===== config.mk =====
export PLATFORM = sky130hd
export DESIGN_NAME = bti_step_unit
export DESIGN_NICKNAME = d
export VERILOG_FILES = /design/src/sv/bti_pkg.sv /design/src/sv/bti_step_unit.sv
export SDC_FILE = /design/constraint.sdc
export NUM_CORES = 1
export LEC_CHECK = 0
export ABC_AREA = 1
export BUFFER_PORTS_ARGS = -buffer_cell sky130_fd_sc_hd__buf_4
export CORE_ASPECT_RATIO = 1.25
export CORE_MARGIN = 8
export CORE_UTILIZATION = 49
export DETAILED_ROUTE_END_ITERATION = 7
export PLACE_DENSITY = 0.88
export SLEW_MARGIN = 20
export SYNTH_ARGS = -nofsm -noshare
export SYNTH_HDL_FRONTEND = slang
export SYNTH_SLANG_ARGS = --single-unit

===== constraint.sdc =====
create_clock -name vclk -period 6.3
set_clock_uncertainty 0.2 [all_clocks]
set_input_delay 0.315 -clock vclk [all_inputs]
set_output_delay 0.315 -clock vclk [all_outputs]
set_load 0.02 [all_outputs]

===== src/sv/bti_pkg.sv =====
// ----------------------------------------------------------------------------
// bti_pkg
// Shared types and constants for the binary trie insert walk.
// ----------------------------------------------------------------------------
package bti_pkg;

  localparam int ADDR_W          = 16;
  localparam int STORE_DEPTH_DEF = 65536;

  localparam logic [ADDR_W-1:0] ADDR_MAX    = 16'hFFFE;
  localparam logic [ADDR_W-1:0] NODE_STRIDE = 16'd2;

  // outcome of one trie step
  typedef struct packed {
    logic              full;
    logic              wr;
    logic [ADDR_W-1:0] cursor;
    logic [ADDR_W-1:0] next_free;
  } step_res_t;

endpackage


===== src/sv/bti_step_unit.sv =====
// ----------------------------------------------------------------------------
// bti_step_unit
// One trie step: word index, range check, node allocation and cursor update.
// ----------------------------------------------------------------------------
module bti_step_unit #(
  parameter int STORE_DEPTH = bti_pkg::STORE_DEPTH_DEF,
  localparam int AW = $clog2(STORE_DEPTH)
) (
  input  logic                        full_i,
  input  logic [bti_pkg::ADDR_W-1:0]  cursor_i,
  input  logic [bti_pkg::ADDR_W-1:0]  next_free_i,
  input  logic                        bit_i,
  input  logic [bti_pkg::ADDR_W-1:0]  rd_data_i,
  output logic [AW-1:0]               idx_o,
  output bti_pkg::step_res_t          res_o
);
  import bti_pkg::*;

  localparam int CW = (AW > ADDR_W) ? AW + 1 : ADDR_W + 2;

  logic [CW-1:0] idx_w;
  logic [CW-1:0] fresh_w;
  logic          oob;
  logic          alloc_bad;

  assign idx_w     = CW'(cursor_i) + CW'(bit_i);
  assign fresh_w   = CW'(next_free_i) + CW'(NODE_STRIDE);
  assign oob       = idx_w >= CW'(STORE_DEPTH);
  assign alloc_bad = (fresh_w > CW'(ADDR_MAX)) || ((fresh_w + CW'(1)) >= CW'(STORE_DEPTH));
  assign idx_o     = idx_w[AW-1:0];

  always_comb begin
    res_o.full      = full_i;
    res_o.wr        = 1'b0;
    res_o.cursor    = cursor_i;
    res_o.next_free = next_free_i;
    if (!full_i) begin
      if (oob) begin
        res_o.full = 1'b1;
      end else if (rd_data_i == '0) begin
        if (alloc_bad) begin
          res_o.full = 1'b1;
        end else begin
          res_o.wr        = 1'b1;
          res_o.next_free = fresh_w[ADDR_W-1:0];
          res_o.cursor    = fresh_w[ADDR_W-1:0];
        end
      end else begin
        res_o.cursor = rd_data_i;
      end
    end
  end

endmodule


After elaboration in Yosys (flattened, before gate mapping) --
Cells that the tools add are included.
Storage, ports and cells: bits in registers 0, output and inout bits 50, input bits 50, word-level logic and storage cells 16
Cells by class: order comparisons 3, add/subtract/negate cells 3, reduce and logical (&&, ||, !) cells 2, multiplexer cells 8
Operators with widths (count):
- 33-bit two-way mux | 2
- 34-bit two-way mux | 1
- 16-bit two-way mux | 2
- 17-bit by 1-bit adder with 18-bit output (second input constant) | 1
- 18-bit by 17-bit greater-or-equal comparator with 1-bit output (second input constant) | 1
- 16-bit by 1-bit adder with 17-bit output | 1
- 16-bit by 2-bit adder with 17-bit output (second input constant) | 1
- 17-bit greater-or-equal comparator (second input constant) | 1
- 17-bit by 16-bit greater-than comparator with 1-bit output (second input constant) | 1
- 16-bit zero test | 1
- 1-bit two-way mux | 2
- 2-bit two-way mux | 1
- 1-bit logical OR | 1

Longest topological paths before layout --
depth after elaboration 8, depth in mapped cells 16, gate-level depth less buffers 15

Worst setup path after synthesis --
OpenSTA, ideal clock, no wires.
path kind in2out, start input cursor_i[0] (netlist name), end output res_o[24] (netlist name), setup slack 3638 ps, path buffers 1, stages on the path 12, data arrival time 2147 ps, required time 5785 ps, cells stage by stage ha_1 ha_1 nand3_2 nor2_2 inv_1 nor3_2 nand4_1 nand2_1 nor2_1 clkbuf_1 nand4_1 nand3_1
RTL lines:
- from (decl) | line bti_step_unit.sv:10 | input logic [bti_pkg::ADDR_W-1:0] cursor_i,
- to (decl) | line bti_step_unit.sv:15 | output bti_pkg::step_res_t res_o

==> metrics.csv <==
stage;metric;value;unit
timing;fin crit period;3.54;ns
clocking;post-CTS setup buffers;0;
floorplan;I/O Pins;100;
layout;num sequential;0;
timing;max-slew violation count;0;
power;Int Power;64.5;uW
detailed_routing;Post-route DRC;0;
grt;met3 Track Usage GR;3.55;%
placed_design;hpwl dp;5340;um
grt;M2 GR Usage;41.2;%
grt;layer with the highest usage;met2;
timing;Tcrit/Tclk final;56.2;%
clocking;Resized Gates After CTS;0;
layout;commonest non-fill, non-tap cell in the layout;nand2_1;
grt;GRT overflow;0;
placed_design;Buffers on Ports;100;
run_status;outcome;complete, no violations;
layout;final std cell area, no fill;2270;sq um
synth;Mean Syn Cell Area;5.01;sq um
timing;FMAX;0.282;GHz
synth;YS warnings;0;
layout;Storage cell area;0;sq um
grt;vias in the first global route;2218;
synth;Syn Nets;358;
timing;relative slew slack;36.3;%
synth;leading area contributor after synthesis;nand2_1;
detailed_routing;wire per inst;14.0;um
grt;first-pass GRT wire length;9760;um
timing;Hold Violations, Final;0;
grt;grt met1 use;24.9;%
power;Peak VDD IR;0.0594;mV
floorplan;starting density of the core;51.7;%
power;Net Sw Power;86.8;uW
critical_path;Worst Path Required;5.78;ns
synth;Seq/Total Area, Yosys;0;%
detailed_routing;Via-to-Cell Ratio;5.30;
power;sequential power share;0;%
critical_path;crit path capture type;output port;
power;sw frac;57.4;%
timing;Final setup viols;0;
layout;nets;453;
placed_design;gpl congestion;0.961;
layout;commonest non-fill, non-tap cells in the layout;nand2_1 (111), buf_4 (100), inv_1 (35);
placed_design;Placement Cell Area;2270;sq um
critical_path;Critical-path top delay cell;nor4_2;
layout;clock buf count;0;
power;Overall Power;151;uW
critical_path;sum of buffers and inverters on the critical path;4;
critical_path;WS Path Type;in2out;
timing;Worst-Margin Slew;0.947;ns
synth;cell area after synthesis;1520;sq um
layout;share of cells above drive strength 1;31.7;%
detailed_routing;DR iter-0 viols;121;
grt;largest net degree at the start of global routing;14;
synth;Unique masters post-synth;33;
power;clock share of power;0;%
timing;RSZ-0062 raised after global routing;false;
floorplan;Die X;65.9;um
synth;Cells after Synth;304;
layout;Area Growth Syn to Fin;49.4;%
layout;Final Util;77.2;%
layout;Ant. Diodes;0;
critical_path;delay-heaviest family, CP;simple AND/OR/NAND/NOR gates;
floorplan;core area;2950;sq um
detailed_routing;DR pass1 iterations;4;
critical_path;Startpoint Class;input port;
critical_path;Worst EP arrival;3.03;ns
grt;Overall Global Routing Usage;22.0;%
timing;Fin Setup TNS;0;ns
run;Max-Cap Viols;0;
floorplan;row cnt;22;
power;Static Leak;1.27;nW
clocking;cts hold-fix bufs;0;
detailed_routing;Via Count;2295;
worst_hold_path;worst min path class;in2out;
detailed_routing;ANT nets after route;0;
critical_path;CP cell instances;buf_4, nor2_1, nand2_1, nor4_2, inv_1, nor2_1, nand3_4, inv_2, o21ai_0, buf_4;
power;combinational cell fraction of total power;100.0;%
placed_design;Place WS;2.83;ns
synth;Yosys top cell area share;27.4;%
detailed_routing;final WL;6060;um
floorplan;die area;5160;sq um
timing;worst setup margin;2.76;ns
grt;initial antenna violation count;0;
critical_path;peak per-stage delay on the critical path;0.84;ns
floorplan;DIE HEIGHT;78.3;um
power;PwrDens;66.5;nW/um^2
synth;ranking of synthesized cells by area;nand2_1 (27%), nand3_1 (9.9%), nand4_1 (9.4%);
critical_path;CP Max Fanout;13;
==> cell type report <==
class | count | area (sq um)
Fill cell | 277 | 671
Inverter | 37 | 139
Multi-Input combinational cell | 260 | 1340
Tap cell | 36 | 45.0
Timing Repair Buffer | 100 | 751
==> power by group through the flow <==
stage,Combinational [mW],Clock (mW),Sequential [mW]
finish,0.151,0,0
floorplan,0.0750,0,0
global route,0.163,0,0
global placement,0.149,0,0
detailed placement,0.150,0,0
CTS,0.151,0,0
==> cell usage after synthesis <==
| master | instances |
|---|---|
| nor3_2 | 1 |
| nand3_4 | 1 |
| clkbuf_1 | 2 |
| or2_2 | 1 |
| buf_2 | 1 |
| buf_6 | 2 |
| nand4_1 | 23 |
| nand3b_1 | 2 |
| nand3_1 | 30 |
| inv_2 | 2 |
| inv_1 | 35 |
| nor2_4 | 1 |
| nor2_1 | 34 |
| nor2_2 | 6 |
| a21oi_1 | 1 |
| nand3_2 | 4 |
| nor3_1 | 4 |
| buf_4 | 1 |
| xor2_1 | 12 |
| and3_1 | 1 |
| clkbuf_4 | 1 |
| ha_1 | 4 |
| xnor2_1 | 1 |
| nor3b_1 | 1 |
| nand2_1 | 111 |
| nand2_4 | 3 |
| o21ai_2 | 5 |
| nor4_1 | 2 |
| o21ai_0 | 6 |
| or3_1 | 1 |
| o21bai_1 | 1 |
| nand2_2 | 1 |
| o21ai_1 | 3 |
==> path summary, 6_finish.rpt <==
check,start,endpoint,cells past startpoint
max,rd_data_i[4],res_o[4],10
min,next_free_i[0],res_o[0],2
==> logic make-up (layout without fill, tap and decap cells) <==
group | Yosys count | count (layout) | synth area share (%)
xor gates and xnor gates | 13 | 13 | 7.48
adders and majority gates | 4 | 4 | 3.29
and+or+nand+nor | 227 | 227 | 70.2
buffers and inverters | 44 | 137 | 12.4
AOI/OAI and AO/OA | 16 | 16 | 6.66
==> layer usage <==
metal  routed length (um)  up-vias
met1                 2540     1011
met3                  420       12
met5                    0        -
li1                     -     1186
met2                 3000       86
met4                  104        0
==> metrics by stage <==
step,hold slack (ns),std cells
after floorplan,0.543,304
after global placement,0.684,433
after detailed placement,0.687,433
after CTS,0.686,433
after global routing,0.691,433
final,0.686,433
Note: power is estimated with default switching activity, not from simulation.
